<file path="src/rtl/core/sxl_pkg.sv">
package sxl_pkg;

    localparam int CHAR_W    = 8;
    localparam int LINE_W    = 16;
    localparam int COL_W     = 12;
    localparam int LEN_W     = 8;
    localparam int INT_W     = 64;
    localparam int DIGIT_W   = 4;

    localparam int S_TDATA_W  = 48;
    localparam int M_TDATA_W  = 144;
    localparam int M_TUSER_W  = 16;
    localparam int APB_ADDR_W = 2;
    localparam int APB_DATA_W = 32;

    localparam logic [APB_ADDR_W-1:0] ADDR_MAX_LEN  = 2'd0;
    localparam logic [LEN_W-1:0]      MAX_LEN_RESET = 8'd64;

    // Largest magnitude that may still take another decimal digit
    localparam logic [INT_W-1:0] MAG_LIMIT = 64'd922337203685477580;

    // Characters with a role of their own
    localparam logic [CHAR_W-1:0] CH_TAB    = 8'h09;
    localparam logic [CHAR_W-1:0] CH_LF     = 8'h0A;
    localparam logic [CHAR_W-1:0] CH_CR     = 8'h0D;
    localparam logic [CHAR_W-1:0] CH_SPACE  = 8'h20;
    localparam logic [CHAR_W-1:0] CH_DQUOTE = 8'h22;
    localparam logic [CHAR_W-1:0] CH_SQUOTE = 8'h27;
    localparam logic [CHAR_W-1:0] CH_LPAREN = 8'h28;
    localparam logic [CHAR_W-1:0] CH_RPAREN = 8'h29;
    localparam logic [CHAR_W-1:0] CH_PLUS   = 8'h2B;
    localparam logic [CHAR_W-1:0] CH_COMMA  = 8'h2C;
    localparam logic [CHAR_W-1:0] CH_MINUS  = 8'h2D;
    localparam logic [CHAR_W-1:0] CH_DOT    = 8'h2E;
    localparam logic [CHAR_W-1:0] CH_SEMI   = 8'h3B;
    localparam logic [CHAR_W-1:0] CH_BSLASH = 8'h5C;
    localparam logic [CHAR_W-1:0] CH_TILDE  = 8'h7E;

    typedef enum logic [3:0] {
        ST_WS      = 4'd0,
        ST_COMMENT = 4'd1,
        ST_INT     = 4'd2,
        ST_STRING  = 4'd3,
        ST_SYMBOL  = 4'd4,
        ST_OPEN    = 4'd5,
        ST_CLOSE   = 4'd6,
        ST_QUOTE   = 4'd7,
        ST_DOT     = 4'd8
    } lex_state_t;

    typedef enum logic [2:0] {
        TK_INT    = 3'd0,
        TK_STRING = 3'd1,
        TK_SYMBOL = 3'd2,
        TK_OPEN   = 3'd3,
        TK_CLOSE  = 3'd4,
        TK_QUOTE  = 3'd5
    } tok_kind_t;

    typedef enum logic [3:0] {
        ERR_NONE         = 4'd0,
        ERR_INVALID_CHAR = 4'd1,
        ERR_TOO_LONG     = 4'd2,
        ERR_LEADING_ZERO = 4'd3,
        ERR_INT_LARGE    = 4'd4,
        ERR_INT_INVALID  = 4'd5,
        ERR_BAD_ESCAPE   = 4'd6,
        ERR_UNTERMINATED = 4'd7,
        ERR_CLOSE_PAREN  = 4'd8
    } err_code_t;

    typedef struct packed {
        logic [CHAR_W-1:0] char_code;
        logic              end_of_input;
        logic [LINE_W-1:0] line_number;
        logic [COL_W-1:0]  column;
        logic [COL_W-1:0]  end_column;
    } in_item_t;

    typedef struct packed {
        logic               digit;
        logic               name;
        logic               ws;
        logic               print;
        logic               nl;
        logic               squote;
        logic               dquote;
        logic               lparen;
        logic               rparen;
        logic               semi;
        logic               dot;
        logic               bslash;
        logic [DIGIT_W-1:0] digit_val;
    } char_class_t;

    typedef struct packed {
        logic              token_valid;
        tok_kind_t         token_kind;
        logic [LINE_W-1:0] token_line;
        logic [COL_W-1:0]  token_col;
        logic [COL_W-1:0]  token_end_col;
        logic [INT_W-1:0]  num_value;
        logic              dot_after;
        logic              text_valid;
        logic [CHAR_W-1:0] text_char;
        err_code_t         err_kind;
        logic [COL_W-1:0]  error_col;
        logic [COL_W-1:0]  error_end_col;
    } result_t;

    // Escape letter to control code; bit 8 flags a known escape
    function automatic logic [CHAR_W:0] escape_map(input logic [CHAR_W-1:0] c);
        logic [CHAR_W:0] r;
        case (c)
            8'h6E:     r = {1'b1, 8'h0A};  // n
            8'h74:     r = {1'b1, 8'h09};  // t
            8'h72:     r = {1'b1, 8'h0D};  // r
            8'h61:     r = {1'b1, 8'h07};  // a
            8'h62:     r = {1'b1, 8'h08};  // b
            8'h66:     r = {1'b1, 8'h0C};  // f
            8'h76:     r = {1'b1, 8'h0B};  // v
            8'h30:     r = {1'b1, 8'h00};  // 0
            CH_BSLASH: r = {1'b1, CH_BSLASH};
            CH_DQUOTE: r = {1'b1, CH_DQUOTE};
            CH_SQUOTE: r = {1'b1, CH_SQUOTE};
            default:   r = '0;
        endcase
        return r;
    endfunction

endpackage

</file>
<file path="src/rtl/core/sxl_class.sv">
module sxl_class (
    input  logic [sxl_pkg::CHAR_W-1:0] char_code,
    input  logic                       end_of_input,
    output sxl_pkg::char_class_t       cls
);
    import sxl_pkg::*;

    logic is_ch;

    // Decode one byte; the end marker matches nothing but whitespace
    always_comb begin
        is_ch         = !end_of_input;
        cls           = '0;
        cls.digit     = is_ch && (char_code inside {[8'h30:8'h39]});
        // letters, digits and ~!@#$%^&*_+-=/<>?
        cls.name      = is_ch && (char_code inside {[8'h30:8'h39], [8'h41:8'h5A],
                                                    [8'h61:8'h7A], 8'h7E, 8'h21, 8'h40,
                                                    8'h23, 8'h24, 8'h25, 8'h5E, 8'h26,
                                                    8'h2A, 8'h5F, 8'h2B, 8'h2D, 8'h3D,
                                                    8'h2F, 8'h3C, 8'h3E, 8'h3F});
        cls.ws        = end_of_input ||
                        (char_code inside {CH_SPACE, [CH_TAB:CH_CR], CH_COMMA});
        cls.print     = is_ch && (char_code inside {[CH_SPACE:CH_TILDE]});
        cls.nl        = is_ch && (char_code == CH_CR || char_code == CH_LF);
        cls.squote    = is_ch && (char_code == CH_SQUOTE);
        cls.dquote    = is_ch && (char_code == CH_DQUOTE);
        cls.lparen    = is_ch && (char_code == CH_LPAREN);
        cls.rparen    = is_ch && (char_code == CH_RPAREN);
        cls.semi      = is_ch && (char_code == CH_SEMI);
        cls.dot       = is_ch && (char_code == CH_DOT);
        cls.bslash    = is_ch && (char_code == CH_BSLASH);
        cls.digit_val = char_code[DIGIT_W-1:0];
    end

endmodule

</file>
<file path="src/rtl/core/sxl_int.sv">
module sxl_int (
    input  logic [sxl_pkg::INT_W-1:0]   mag,
    input  logic                        sign,
    input  logic [sxl_pkg::DIGIT_W-1:0] digit,
    output logic [sxl_pkg::INT_W-1:0]   mag_next,
    output logic                        overflow,
    output logic [sxl_pkg::INT_W-1:0]   value
);
    import sxl_pkg::*;

    logic [DIGIT_W-1:0] top_digit;

    // Shift-add times ten plus the new digit
    assign mag_next  = (mag << 3) + (mag << 1) + {{(INT_W-DIGIT_W){1'b0}}, digit};

    // Negative side reaches one further
    assign top_digit = sign ? 4'd8 : 4'd7;
    assign overflow  = (mag > MAG_LIMIT) || (mag == MAG_LIMIT && digit > top_digit);

    // Two's complement view of sign and magnitude
    assign value     = sign ? (~mag + {{(INT_W-1){1'b0}}, 1'b1}) : mag;

endmodule

</file>
<file path="src/rtl/core/sxl_step.sv">
module sxl_step (
    input  logic                      aclk,
    input  logic                      aresetn,
    input  logic                      fire,
    input  sxl_pkg::in_item_t         item,
    input  logic [sxl_pkg::LEN_W-1:0] max_len,
    output sxl_pkg::result_t          res
);
    import sxl_pkg::*;

    lex_state_t         state_reg, state_next;
    logic               esc_reg, esc_next;
    logic               closed_reg, closed_next;
    logic [INT_W-1:0]   mag_reg, mag_next;
    logic               sign_reg, sign_next;
    logic [LEN_W-1:0]   len_reg, len_next;
    logic [CHAR_W-1:0]  first_reg, first_next;
    logic [LINE_W-1:0]  sline_reg, sline_next;
    logic [COL_W-1:0]   scol_reg, scol_next;
    logic [COL_W-1:0]   lend_reg, lend_next;

    char_class_t        cls;
    logic [INT_W-1:0]   mag_acc;
    logic               acc_ovf;
    logic [INT_W-1:0]   int_val;
    logic [CHAR_W:0]    esc_map;

    // start-of-item decision
    logic               si_go, si_int, si_app, si_err;
    lex_state_t         si_st;
    err_code_t          si_code;
    // delimiter decision
    logic               dl_hit;
    lex_state_t         dl_st;

    logic               use_si, go_en, int_start, app_en, rep_en, rep_rst;
    lex_state_t         go_st;
    logic [CHAR_W-1:0]  app_ch;
    err_code_t          rep_code;
    logic [COL_W-1:0]   rep_col;
    logic [LEN_W-1:0]   len_base;
    logic [COL_W-1:0]   scol_base;

    sxl_class u_class (
        .char_code    (item.char_code),
        .end_of_input (item.end_of_input),
        .cls          (cls)
    );

    sxl_int u_int (
        .mag      (mag_reg),
        .sign     (sign_reg),
        .digit    (cls.digit_val),
        .mag_next (mag_acc),
        .overflow (acc_ovf),
        .value    (int_val)
    );

    assign esc_map = escape_map(item.char_code);

    // Decide how a new item begins; after a dot only token starts are legal
    always_comb begin
        si_go   = 1'b0;
        si_int  = 1'b0;
        si_app  = 1'b0;
        si_err  = 1'b0;
        si_st   = ST_WS;
        si_code = ERR_INVALID_CHAR;
        if (cls.squote) begin
            si_go = 1'b1;
            si_st = ST_QUOTE;
        end else if (cls.digit) begin
            si_go  = 1'b1;
            si_st  = ST_INT;
            si_int = 1'b1;
        end else if (cls.name) begin
            si_go  = 1'b1;
            si_st  = ST_SYMBOL;
            si_app = 1'b1;
        end else if (cls.dquote) begin
            si_go = 1'b1;
            si_st = ST_STRING;
        end else if (cls.lparen) begin
            si_go = 1'b1;
            si_st = ST_OPEN;
        end else if (state_reg == ST_DOT) begin
            si_err  = 1'b1;
            si_code = cls.rparen ? ERR_CLOSE_PAREN : ERR_INVALID_CHAR;
        end else if (cls.ws) begin
            si_go = 1'b1;
            si_st = ST_WS;
        end else if (cls.rparen) begin
            si_go = 1'b1;
            si_st = ST_CLOSE;
        end else if (cls.semi) begin
            si_go = 1'b1;
            si_st = ST_COMMENT;
        end else begin
            si_err = 1'b1;
        end
    end

    // Characters that close an integer or symbol
    always_comb begin
        dl_hit = 1'b1;
        dl_st  = ST_WS;
        if (cls.dot) begin
            dl_st = ST_DOT;
        end else if (cls.ws) begin
            dl_st = ST_WS;
        end else if (cls.lparen) begin
            dl_st = ST_OPEN;
        end else if (cls.rparen) begin
            dl_st = ST_CLOSE;
        end else if (cls.semi) begin
            dl_st = ST_COMMENT;
        end else begin
            dl_hit = 1'b0;
        end
    end

    // Next state and result for the item in the input register
    always_comb begin
        use_si      = 1'b0;
        go_en       = 1'b0;
        go_st       = ST_WS;
        int_start   = 1'b0;
        app_en      = 1'b0;
        app_ch      = item.char_code;
        rep_en      = 1'b0;
        rep_rst     = 1'b0;
        rep_code    = ERR_NONE;
        rep_col     = item.column;
        len_base    = len_reg;
        scol_base   = scol_reg;
        res         = '0;

        state_next  = state_reg;
        esc_next    = esc_reg;
        closed_next = closed_reg;
        mag_next    = mag_reg;
        sign_next   = sign_reg;
        len_next    = len_reg;
        first_next  = first_reg;
        sline_next  = sline_reg;
        scol_next   = scol_reg;
        lend_next   = lend_reg;

        case (state_reg)
            ST_CLOSE: begin
                if (cls.dot) begin
                    go_en = 1'b1;
                    go_st = ST_DOT;
                end else begin
                    use_si = 1'b1;
                end
            end
            ST_INT: begin
                if (cls.digit) begin
                    if (mag_reg == '0) begin
                        rep_en   = 1'b1;
                        rep_rst  = 1'b1;
                        rep_code = ERR_LEADING_ZERO;
                        rep_col  = scol_reg;
                    end else begin
                        lend_next = item.end_column;
                        if (acc_ovf) begin
                            rep_en   = 1'b1;
                            rep_rst  = 1'b1;
                            rep_code = ERR_INT_LARGE;
                            rep_col  = scol_reg;
                        end else begin
                            mag_next = mag_acc;
                        end
                    end
                end else if (dl_hit) begin
                    go_en = 1'b1;
                    go_st = dl_st;
                end else begin
                    rep_en   = 1'b1;
                    rep_rst  = 1'b1;
                    rep_code = ERR_INT_INVALID;
                    rep_col  = scol_reg;
                end
            end
            ST_STRING: begin
                if (closed_reg) begin
                    if (cls.dot) begin
                        go_en = 1'b1;
                        go_st = ST_DOT;
                    end else begin
                        use_si = 1'b1;
                    end
                end else if (esc_reg) begin
                    esc_next = 1'b0;
                    if (esc_map[CHAR_W] && !item.end_of_input) begin
                        app_en = 1'b1;
                        app_ch = esc_map[CHAR_W-1:0];
                    end else begin
                        rep_en   = 1'b1;
                        rep_rst  = 1'b1;
                        rep_code = ERR_BAD_ESCAPE;
                        rep_col  = item.column - {{(COL_W-1){1'b0}}, 1'b1};
                    end
                end else if (cls.bslash) begin
                    esc_next = 1'b1;
                end else if (cls.dquote) begin
                    lend_next   = item.end_column;
                    closed_next = 1'b1;
                end else if (cls.print) begin
                    lend_next = item.end_column;
                    app_en    = 1'b1;
                end else begin
                    rep_en   = 1'b1;
                    rep_rst  = 1'b1;
                    rep_code = cls.nl ? ERR_UNTERMINATED : ERR_INVALID_CHAR;
                end
            end
            ST_SYMBOL: begin
                if (cls.digit && len_reg == {{(LEN_W-1){1'b0}}, 1'b1} &&
                    (first_reg == CH_PLUS || first_reg == CH_MINUS)) begin
                    if (cls.digit_val == '0) begin
                        rep_en   = 1'b1;
                        rep_rst  = 1'b1;
                        rep_code = ERR_LEADING_ZERO;
                        rep_col  = scol_reg;
                    end else begin
                        mag_next   = {{(INT_W-DIGIT_W){1'b0}}, cls.digit_val};
                        sign_next  = (first_reg == CH_MINUS);
                        lend_next  = item.end_column;
                        state_next = ST_INT;
                    end
                end else if (cls.name) begin
                    lend_next = item.end_column;
                    app_en    = 1'b1;
                end else if (dl_hit) begin
                    go_en = 1'b1;
                    go_st = dl_st;
                end else begin
                    rep_en   = 1'b1;
                    rep_rst  = 1'b1;
                    rep_code = ERR_INVALID_CHAR;
                end
            end
            ST_COMMENT: begin
                if (cls.nl) begin
                    go_en = 1'b1;
                    go_st = ST_WS;
                end else if (cls.print) begin
                    go_en = 1'b1;
                    go_st = ST_COMMENT;
                end else begin
                    rep_en   = 1'b1;
                    rep_rst  = 1'b1;
                    rep_code = ERR_INVALID_CHAR;
                end
            end
            default: begin
                use_si = 1'b1;
            end
        endcase

        // Take the start-of-item decision where the state asks for it
        if (use_si) begin
            go_en     = si_go;
            go_st     = si_st;
            int_start = si_int;
            app_en    = si_app;
            if (si_err) begin
                rep_en   = 1'b1;
                rep_rst  = 1'b1;
                rep_code = si_code;
            end
        end

        // Close the current token and open the next one
        if (go_en) begin
            res.token_line    = sline_reg;
            res.token_col     = scol_reg;
            res.token_end_col = lend_reg;
            case (state_reg)
                ST_INT: begin
                    res.token_valid = 1'b1;
                    res.token_kind  = TK_INT;
                    res.num_value   = int_val;
                    res.dot_after   = (go_st == ST_DOT);
                end
                ST_STRING: begin
                    res.token_valid = 1'b1;
                    res.token_kind  = TK_STRING;
                    res.dot_after   = (go_st == ST_DOT);
                end
                ST_SYMBOL: begin
                    res.token_valid = 1'b1;
                    res.token_kind  = TK_SYMBOL;
                    res.dot_after   = (go_st == ST_DOT);
                end
                ST_OPEN: begin
                    res.token_valid = 1'b1;
                    res.token_kind  = TK_OPEN;
                end
                ST_CLOSE: begin
                    res.token_valid = 1'b1;
                    res.token_kind  = TK_CLOSE;
                    res.dot_after   = (go_st == ST_DOT);
                end
                ST_QUOTE: begin
                    res.token_valid = 1'b1;
                    res.token_kind  = TK_QUOTE;
                end
                default: begin
                    res.token_line    = '0;
                    res.token_col     = '0;
                    res.token_end_col = '0;
                end
            endcase
            state_next  = go_st;
            sline_next  = item.line_number;
            scol_next   = item.column;
            lend_next   = item.end_column;
            esc_next    = 1'b0;
            closed_next = 1'b0;
            mag_next    = '0;
            sign_next   = 1'b0;
            len_next    = '0;
            first_next  = '0;
            len_base    = '0;
            scol_base   = item.column;
        end

        // A leading digit seeds the accumulator
        if (int_start) begin
            mag_next = {{(INT_W-DIGIT_W){1'b0}}, cls.digit_val};
        end

        // Append one text character, or flag the token as too long
        if (app_en) begin
            if (len_base >= max_len) begin
                rep_en   = 1'b1;
                rep_code = ERR_TOO_LONG;
                rep_col  = scol_base;
            end else begin
                if (len_base == '0) begin
                    first_next = app_ch;
                end
                len_next       = len_base + {{(LEN_W-1){1'b0}}, 1'b1};
                res.text_valid = 1'b1;
                res.text_char  = app_ch;
            end
        end

        // Drop the token and fall back to whitespace
        if (rep_rst) begin
            state_next  = ST_WS;
            esc_next    = 1'b0;
            closed_next = 1'b0;
            mag_next    = '0;
            sign_next   = 1'b0;
            len_next    = '0;
            first_next  = '0;
        end

        if (rep_en) begin
            res.err_kind      = rep_code;
            res.error_col     = rep_col;
            res.error_end_col = item.end_column;
        end
    end

    // Scanner state advances once per transfer through the step
    always_ff @(posedge aclk) begin
        if (!aresetn) begin
            state_reg  <= ST_WS;
            esc_reg    <= 1'b0;
            closed_reg <= 1'b0;
            mag_reg    <= '0;
            sign_reg   <= 1'b0;
            len_reg    <= '0;
            first_reg  <= '0;
            sline_reg  <= '0;
            scol_reg   <= '0;
            lend_reg   <= '0;
        end else if (fire) begin
            state_reg  <= state_next;
            esc_reg    <= esc_next;
            closed_reg <= closed_next;
            mag_reg    <= mag_next;
            sign_reg   <= sign_next;
            len_reg    <= len_next;
            first_reg  <= first_next;
            sline_reg  <= sline_next;
            scol_reg   <= scol_next;
            lend_reg   <= lend_next;
        end
    end

endmodule

</file>
<file path="src/rtl/core/sexpr_lexer_top.sv">
// Channel   Dir  Handshake           Payload
// s_*       in   s_tvalid/s_tready   s_tdata: one source character, s_tlast: end of input
// m_*       out  m_tvalid/m_tready   m_tdata/m_tuser: one result per character
// APB       in   psel/penable        register 0 at address 0: token text limit
//
// One character per cycle sustained while m_tready is high; m_tvalid rises once the
// character transfer has passed the input register and then the result register.
// The scanner step is a single pass of combinational logic between them.
// Reset (aresetn low, synchronous) empties both registers, puts the scanner in
// whitespace and restores the token text limit to 64.
// A stall on m_tready holds the result; s_tready drops in that same cycle once the
// input register is full too, so at most two characters are held inside.
module sexpr_lexer_top (
    input  logic                           aclk,
    input  logic                           aresetn,
    // [7:0] char_code, [23:8] line_number, [35:24] column, [47:36] end_column
    input  logic [sxl_pkg::S_TDATA_W-1:0]  s_tdata,
    input  logic                           s_tlast,
    input  logic                           s_tvalid,
    output logic                           s_tready,
    // [15:0] token_line, [27:16] token_col, [39:28] token_end_col,
    // [103:40] num_value, [104] dot_after, [112:105] text_char,
    // [124:113] error_col, [136:125] error_end_col, rest zero
    output logic [sxl_pkg::M_TDATA_W-1:0]  m_tdata,
    // [0] token_valid, [3:1] token_kind, [4] text_valid, [8:5] err_kind, rest zero
    output logic [sxl_pkg::M_TUSER_W-1:0]  m_tuser,
    output logic                           m_tvalid,
    input  logic                           m_tready,
    input  logic                           psel,
    input  logic                           penable,
    input  logic                           pwrite,
    input  logic [sxl_pkg::APB_ADDR_W-1:0] paddr,
    input  logic [sxl_pkg::APB_DATA_W-1:0] pwdata,
    output logic [sxl_pkg::APB_DATA_W-1:0] prdata,
    output logic                           pready
);
    import sxl_pkg::*;

    logic             in_valid_reg, in_valid_next;
    in_item_t         in_item_reg;
    logic             out_valid_reg, out_valid_next;
    result_t          res_reg;
    result_t          step_res;
    logic [LEN_W-1:0] max_len_reg, max_len_next;
    logic             advance;
    logic             step_fire;
    logic             cfg_write;

    // Pipeline moves when the result register is free or being drained
    assign advance   = !out_valid_reg || m_tready;
    assign s_tready  = !in_valid_reg || advance;
    assign step_fire = in_valid_reg && advance;

    assign in_valid_next  = (s_tvalid && s_tready) ? 1'b1 : (step_fire ? 1'b0 : in_valid_reg);
    assign out_valid_next = advance ? in_valid_reg : out_valid_reg;

    // Configuration register
    assign pready       = 1'b1;
    assign cfg_write    = psel && penable && pwrite && pready && (paddr == ADDR_MAX_LEN);
    assign max_len_next = cfg_write ? pwdata[LEN_W-1:0] : max_len_reg;
    assign prdata       = (paddr == ADDR_MAX_LEN) ?
                          {{(APB_DATA_W-LEN_W){1'b0}}, max_len_reg} : '0;

    always_ff @(posedge aclk) begin
        if (!aresetn) begin
            in_valid_reg  <= 1'b0;
            out_valid_reg <= 1'b0;
            max_len_reg   <= MAX_LEN_RESET;
        end else begin
            in_valid_reg  <= in_valid_next;
            out_valid_reg <= out_valid_next;
            max_len_reg   <= max_len_next;
        end
    end

    // Capture the character on each input transfer
    always_ff @(posedge aclk) begin
        if (s_tvalid && s_tready) begin
            in_item_reg.char_code    <= s_tdata[7:0];
            in_item_reg.end_of_input <= s_tlast;
            in_item_reg.line_number  <= s_tdata[23:8];
            in_item_reg.column       <= s_tdata[35:24];
            in_item_reg.end_column   <= s_tdata[47:36];
        end
    end

    sxl_step u_step (
        .aclk    (aclk),
        .aresetn (aresetn),
        .fire    (step_fire),
        .item    (in_item_reg),
        .max_len (max_len_reg),
        .res     (step_res)
    );

    // Hold the result until the output transfer
    always_ff @(posedge aclk) begin
        if (step_fire) begin
            res_reg <= step_res;
        end
    end

    assign m_tvalid = out_valid_reg;
    assign m_tdata  = {7'd0,
                       res_reg.error_end_col,
                       res_reg.error_col,
                       res_reg.text_char,
                       res_reg.dot_after,
                       res_reg.num_value,
                       res_reg.token_end_col,
                       res_reg.token_col,
                       res_reg.token_line};
    assign m_tuser  = {7'd0,
                       res_reg.err_kind,
                       res_reg.text_valid,
                       res_reg.token_kind,
                       res_reg.token_valid};

endmodule

</file>
<file path="config.mk">
export PLATFORM = sky130hd
export DESIGN_NAME = sexpr_lexer_top
export DESIGN_NICKNAME = d
export VERILOG_FILES = /design/src/rtl/core/sxl_pkg.sv /design/src/rtl/core/sxl_class.sv /design/src/rtl/core/sxl_int.sv /design/src/rtl/core/sxl_step.sv /design/src/rtl/core/sexpr_lexer_top.sv
export SDC_FILE = /design/constraint.sdc
export NUM_CORES = 1
export LEC_CHECK = 0
export ABC_AREA = 1
export BUFFER_PORTS_ARGS = -buffer_cell sky130_fd_sc_hd__buf_2
export CORE_UTILIZATION = 40
export DETAILED_ROUTE_END_ITERATION = 12
export PLACE_DENSITY_LB_ADDON = 0.3
export SLEW_MARGIN = 10
export SYNTH_ARGS = -nofsm -noshare
export SYNTH_HDL_FRONTEND = slang
export SYNTH_SLANG_ARGS = --single-unit
</file>
<file path="constraint.sdc">
create_clock -name aclk -period 7.6 [get_ports aclk]
set_input_delay 0.38 -clock aclk [delete_from_list [all_inputs] [get_ports aclk]]
set_output_delay 0.38 -clock aclk [all_outputs]
set_load 0.02 [all_outputs]
</file>
# Word-level counts from Yosys, hierarchy flattened
# Cells that the tools add are included.
# Widths: inputs -> output; s select.
[totals] ff_bits=332 input_bits=90 output_inout_bits=195 wordCells=369
[op_classes] n_addsub=5 magnitude_cmp=13 n_eq_ne=64 n_mux=196 bitwise_logic=2 reduce_logical=59
[op_table] operator="$mux 64" count=9
[op_table] operator="$mux 12" count=23
[op_table] operator="$eq 8x6->1 const B" count=24
[op_table] operator="$mux 4" count=46
[op_table] operator="$pmux 64 s2" count=1
[op_table] operator="$mux 8" count=14
[op_table] operator="$pmux 9 s11" count=1
[op_table] operator="$eq 8x7->1 const B" count=12
[op_table] operator="$mux 1" count=87
[op_table] operator="$pmux 12 s3" count=2
[op_table] operator="$add 64x1->64 const B" count=1
[op_table] operator="$add 64x4->64" count=1
[op_table] operator="$add 64x64->64" count=1
[op_table] operator="$eq 64x60->1 const B" count=1
[op_table] operator="$gt 64x60->1 const B" count=1
[op_table] operator="$logic_not 64->1" count=1
[op_table] operator="$not 64->64" count=1
[op_table] operator="$logic_and 1x1->1" count=25
[op_table] operator="$le 8x7->1 const B" count=3
[op_table] operator="$pmux 4 s6" count=1
[op_table] operator="$pmux 4 s5" count=1
[op_table] operator="$reduce_bool 20->1" count=1
[op_table] operator="$eq 4x3->1 const B" count=4
[op_table] operator="$eq 8x4->1 const B" count=2
[op_table] operator="other kinds (48)" count=76

# Depth between registers and ports, before layout
[logic_depth] ltp_word=18 ltp_mapped=32 mapped_depth_nobuf=30

# Modules after synthesis
# A second synthesis with hierarchy kept.
[unflattened] cells_unflattened=3965 hier_area_um2=26053.7
[modules_own_cells] module="sxl_step" n_inst=1 cells_each=1659 area_per_inst_um2=9614.2 seq_area_each_um2=2542.4
[modules_own_cells] module="sxl_int" n_inst=1 cells_each=1887 area_per_inst_um2=9241.4 seq_area_each_um2=0.0
[modules_own_cells] module="sexpr_lexer_top" n_inst=1 cells_each=320 area_per_inst_um2=6698.9 seq_area_each_um2=6055.8
[modules_own_cells] module="sxl_class" n_inst=1 cells_each=99 area_per_inst_um2=499.2 seq_area_each_um2=0.0

# Least setup slack after synthesis
# OpenSTA, ideal clock, no wires.
[synth_path] path_kind="input port to flip-flop" from="input m_tready" to="register res_reg, in the netlist m_tdata[0], enable pin" setup_time_ns=0.567 arrival_time_ns=4.904 t_required_ns=7.033 path_slack_ns=2.129 cell_stages=5 n_path_buf=1 cell_sequence="inv_1 > nand2_1 > nand2_1 > inv_2 > clkbuf_1"
[synth_via] elab_chain_len=2
[synth_rtl] item="from (decl)" line="sexpr_lexer_top.sv:28" source="input logic m_tready,"
[synth_rtl] item="$logic_or 1x1->1" line="sexpr_lexer_top.sv:50" source="assign advance = !out_valid_reg || m_tready;"
[synth_rtl] item="$logic_and 1x1->1" line="sexpr_lexer_top.sv:52" source="assign step_fire = in_valid_reg && advance;"
[synth_rtl] item="named net step_fire" line="sexpr_lexer_top.sv:46" source="logic step_fire;"
[synth_rtl] item="to (signal assigned)" line="sexpr_lexer_top.sv:99" source="res_reg <= step_res;"
[synth_rtl] item="to (decl)" line="sexpr_lexer_top.sv:42" source="result_t res_reg;"
# The timed path passes the listed nets, and every way through them passes these cells.
# A chain may end at the register's enable or synchronous reset.

# Final worst setup path
[layout_path] from="register u_step.state_reg[0]" to="register res_reg, in the netlist m_tdata[120] (data pin)"
[layout_via] elab_chain_len=12 word_cells_on_any_way=35 cone_classes="order compare (1); eq/ne (6); mux (27); reduce/logical (1)"
[layout_rtl] item="from (decl)" line="sxl_step.sv:11" source="lex_state_t state_reg, state_next;"
[layout_rtl] item="from (signal assigned)" line="sxl_step.sv:384" source="state_reg <= state_next;"
[layout_rtl] item="$eq 4x4->1" line="sxl_step.sv:86" source="end else if (state_reg == ST_DOT) begin"
[layout_rtl] item="$mux 1" line="sxl_step.sv:86"
[layout_rtl] item="$mux 1" line="sxl_step.sv:83" source="end else if (cls.lparen) begin"
[layout_rtl] item="$mux 1" line="sxl_step.sv:80" source="end else if (cls.dquote) begin"
[layout_rtl] item="$mux 1" line="sxl_step.sv:76" source="end else if (cls.name) begin"
[layout_rtl] item="$mux 1" line="sxl_step.sv:72" source="end else if (cls.digit) begin"
[layout_rtl] item="$mux 1" line="sxl_step.sv:69" source="if (cls.squote) begin"
[layout_rtl] item="$mux 1" line="sxl_step.sv:264" source="if (use_si) begin"
[layout_rtl] item="$mux 8" line="sxl_step.sv:277" source="if (go_en) begin"
[layout_rtl] item="$ge 8x8->1" line="sxl_step.sv:338" source="if (len_base >= max_len) begin"
[layout_rtl] item="$mux 12 / $mux 1 (equally long branches)" line="sxl_step.sv:338"
[layout_rtl] item="$mux 12 / $mux 1 (equally long branches)" line="sxl_step.sv:337" source="if (app_en) begin"
# Parallel ways exist; a longest one is shown, timed or not.

==> summary.txt <==
Clock tree
  • H-tree depth: 2
  • Latest clock arrival within the worst-skew pair: 0.58 ns
  • Reg clk slew, reported paths: 0.06 ns
  • CTS sink cnt: 332
  • Total CTS buffers: 36
  • CTS tree: done
  • CTS Buffer Depth: 3
  • Clock root buffer: clkbuf_16

Detailed routing
  • Via/cell ratio: 5.29
  • Drt total wl: 71700 um
  • Post-route ant nets: 0
  • DRT Pass-1 Iters: 6
  • Vias: 21610
  • DR WL/cell: 17.6 um
  • Residual DRC count: 0
  • First DRT Iteration DRCs: 1791

Logic synthesis
  • Register area share after synthesis: 0.378
  • Area share of the largest cell type after synthesis: 0.258
  • Leading area contributor after synthesis: edfxtp_1
  • Mapped Cells: 3082
  • Synth area leaders: edfxtp_1, dfxtp_1, nand2_1
  • Syn avg cell area: 7.38 um^2
  • Seq cells post-synth: 332
  • Yosys warning count: 0
  • Post-synth ARST share: 0
  • Post-synth cell types: 59
  • Post-synth EDFFs: 195
  • Netlist Area Pre-Place: 22700 um^2
  • Main synth FF type: edfxtp_1

STA
  • Max-slew headroom: 0.266
  • Final hold vios: 0
  • Actual slew at the worst max-slew pin: 1.10 ns
  • Final Max Slew Viols: 0
  • Fin crit share: 0.805
  • Setup TNS: 0 ns
  • Final setup vio count: 0
  • RSZ-0062 raised after global routing: no
  • Final Critical Period: 6.11 ns
  • Upper clock frequency limit: 164 MHz
  • Clk_skew: 0.0278 ns

Worst setup path
  • Setup CP Type: reg2reg
  • Crit path DAT: 6.42 ns
  • CP max FO: 39
  • CP Capture Type: flop
  • Worst EP required: 7.91 ns
  • CP Launch Type: flop
  • Worst r2r path cells: 24

Min path
  • Hold depth: 1
  • Hold WC Path Type: in2reg

Global route
  • Met1 Use GR: 0.359
  • Initial antenna violation count: 0
  • First-pass GRT wire length: 111000 um
  • Met3 Usage GRT: 0.0361
  • GR Util met2: 0.377
  • Pin count of the biggest net entering global routing: 84
  • Number of global-route vias before repair: 19653
  • Tot GR Track Use: 0.245
  • Total gr overflow: 0
  • Most Crowded Layer GR: met2

Die
  • Die width: 240 um
  • Die Footprint: 57800 um^2
  • Die Y: 240 um
  • Top Ports: 285
  • Num rows: 87
  • Starting Density: 0.404
  • Core Box Area: 56300 um^2

Status
  • Outcome: finished clean

Placement
  • Dpl hpwl: 53900 um
  • Port buffer count: 221
  • Gp weighted congestion: 1.01

Power
  • Total design power: 4.55 mW
  • Leak: 11.2 nW
  • Max rail drop VDD: 0.000136 V
  • Pwr dens: 176 nW/um^2

Flow run
  • Max cap viols: 0

Layout
  • Number of flip-flops under the largest register name: 137
  • Area Growth Syn to Fin: 13.9%
  • Layout cells sized above 1: 0.114
  • Layout net count: 3529
  • ANT cells: 0
==> repair_timing <==
action | CTS | global route
hold endpoints to repair | 48 | 0
gates resized for setup | 0 | 0
hold buffers | 48 | 0
setup buffers | 0 | 0
==> layout by cell type (no fill, tap or decap), drive strengths merged, types with 27 or more instances in the layout <==
master / n
buf: 236
xnor2: 27
inv: 346
dlygate4sd3: 48
clkbuf: 42
dfxtp: 137
nand4: 73
o21ai: 203
xor2: 56
a21oi: 288
nor2: 424
conb: 40
nor3: 107
nand2: 615
edfxtp: 195
ha: 138
nand3: 186
==> metal layers <==
layer | vias up | routed length, um
met2 | 724 | 30900
met1 | 10059 | 34100
li1 | 10754 | -
met4 | 0 | 1210
met3 | 73 | 5470
met5 | - | 0
==> worst paths after layout <==
path | startpoint | end | slack, ns
setup / recovery | u_step.state_reg[0] | m_tdata[120] | 1.49
hold / removal | s_tdata[37] | in_item_reg[1] | 0.03
setup reg to reg | u_step.state_reg[0] | m_tdata[120] | 1.49
hold reg to reg | u_step.sline_reg[6] | u_step.sline_reg[6] | 0.45
==> power by group <==
group          internal (mW)  total, mW  leakage, nW  switching (mW)
registers               1.99       2.03         3.03          0.0419
logic                  0.185      0.751         7.58           0.566
clock network          0.986       1.76        0.589           0.778
==> cell families after synthesis <==
logic type / after synthesis / share of synthesized area
xor+xnor: 83 / 0.0320
fa+ha+maj: 140 / 0.0777
flops: 332 / 0.378
buf+inv: 490 / 0.0943
simple gates: 1468 / 0.284
compound gates: 567 / 0.134
other cells: 2 / 0.000330
==> layout make-up <==
type	count	area (um^2)
Sequential cell	332	8600
Timing Repair Buffer	284	1700
Tap cell	756	946
Clock inverter	24	233
Fill cell	5670	30400
Multi-Input combinational cell	2298	12100
Inverter	347	1310
Clock buffer	42	953
==> stage by stage <==
| step | setup slack, ns | area [um^2] | std cells | hold WS (ns) | utilization |
|---|---|---|---|---|---|
| 2_1_floorplan | 2.13 | 22900 | 3120 | 0.430 | - |
| 3_3_place_gp | 1.71 | 24200 | 3969 | 0.441 | 0.430 |
| 3_5_place_dp | 1.63 | 24200 | 3969 | 0.444 | 0.430 |
| 4_1_cts | 1.62 | 25900 | 4083 | 0.00129 | 0.460 |
| 5_1_grt | 1.06 | 25900 | 4083 | 0.00486 | 0.460 |
| 6_report | 1.49 | 25900 | 4083 | 0.0293 | 0.460 |
==> synth_stat cells (56+ instances only) <==
cell type and count:
o21ai_0 192, nor3_1 104, dfxtp_1 137, nand3_1 180
ha_1 138, xor2_1 56, nand2_1 598, edfxtp_1 195
nor2_1 404, inv_1 327, a21oi_1 285, nand4_1 73
==> worst max-delay path: stages, from the launching register on <==
cell and delay, ns:
dfxtp_1 0.34, inv_1 0.12, nand2_1 0.11, nor2_2 0.04, buf_4 0.27, inv_2 0.72, nand2_1 0.26, inv_2 0.28
nand3_1 0.11, nand2_1 0.21, nand2_2 0.16, nand2_4 0.33, inv_2 0.28, nand2_1 0.18, inv_1 0.08, ha_1 0.29
a21oi_1 0.13, nor2_1 0.05, a211oi_1 0.18, and3_1 0.26, inv_1 0.06, nand2_1 0.57, nand2_2 0.47, o21ai_0 0.19
nor2_1 0.09
Note: power is estimated with default switching activity, not from simulation.
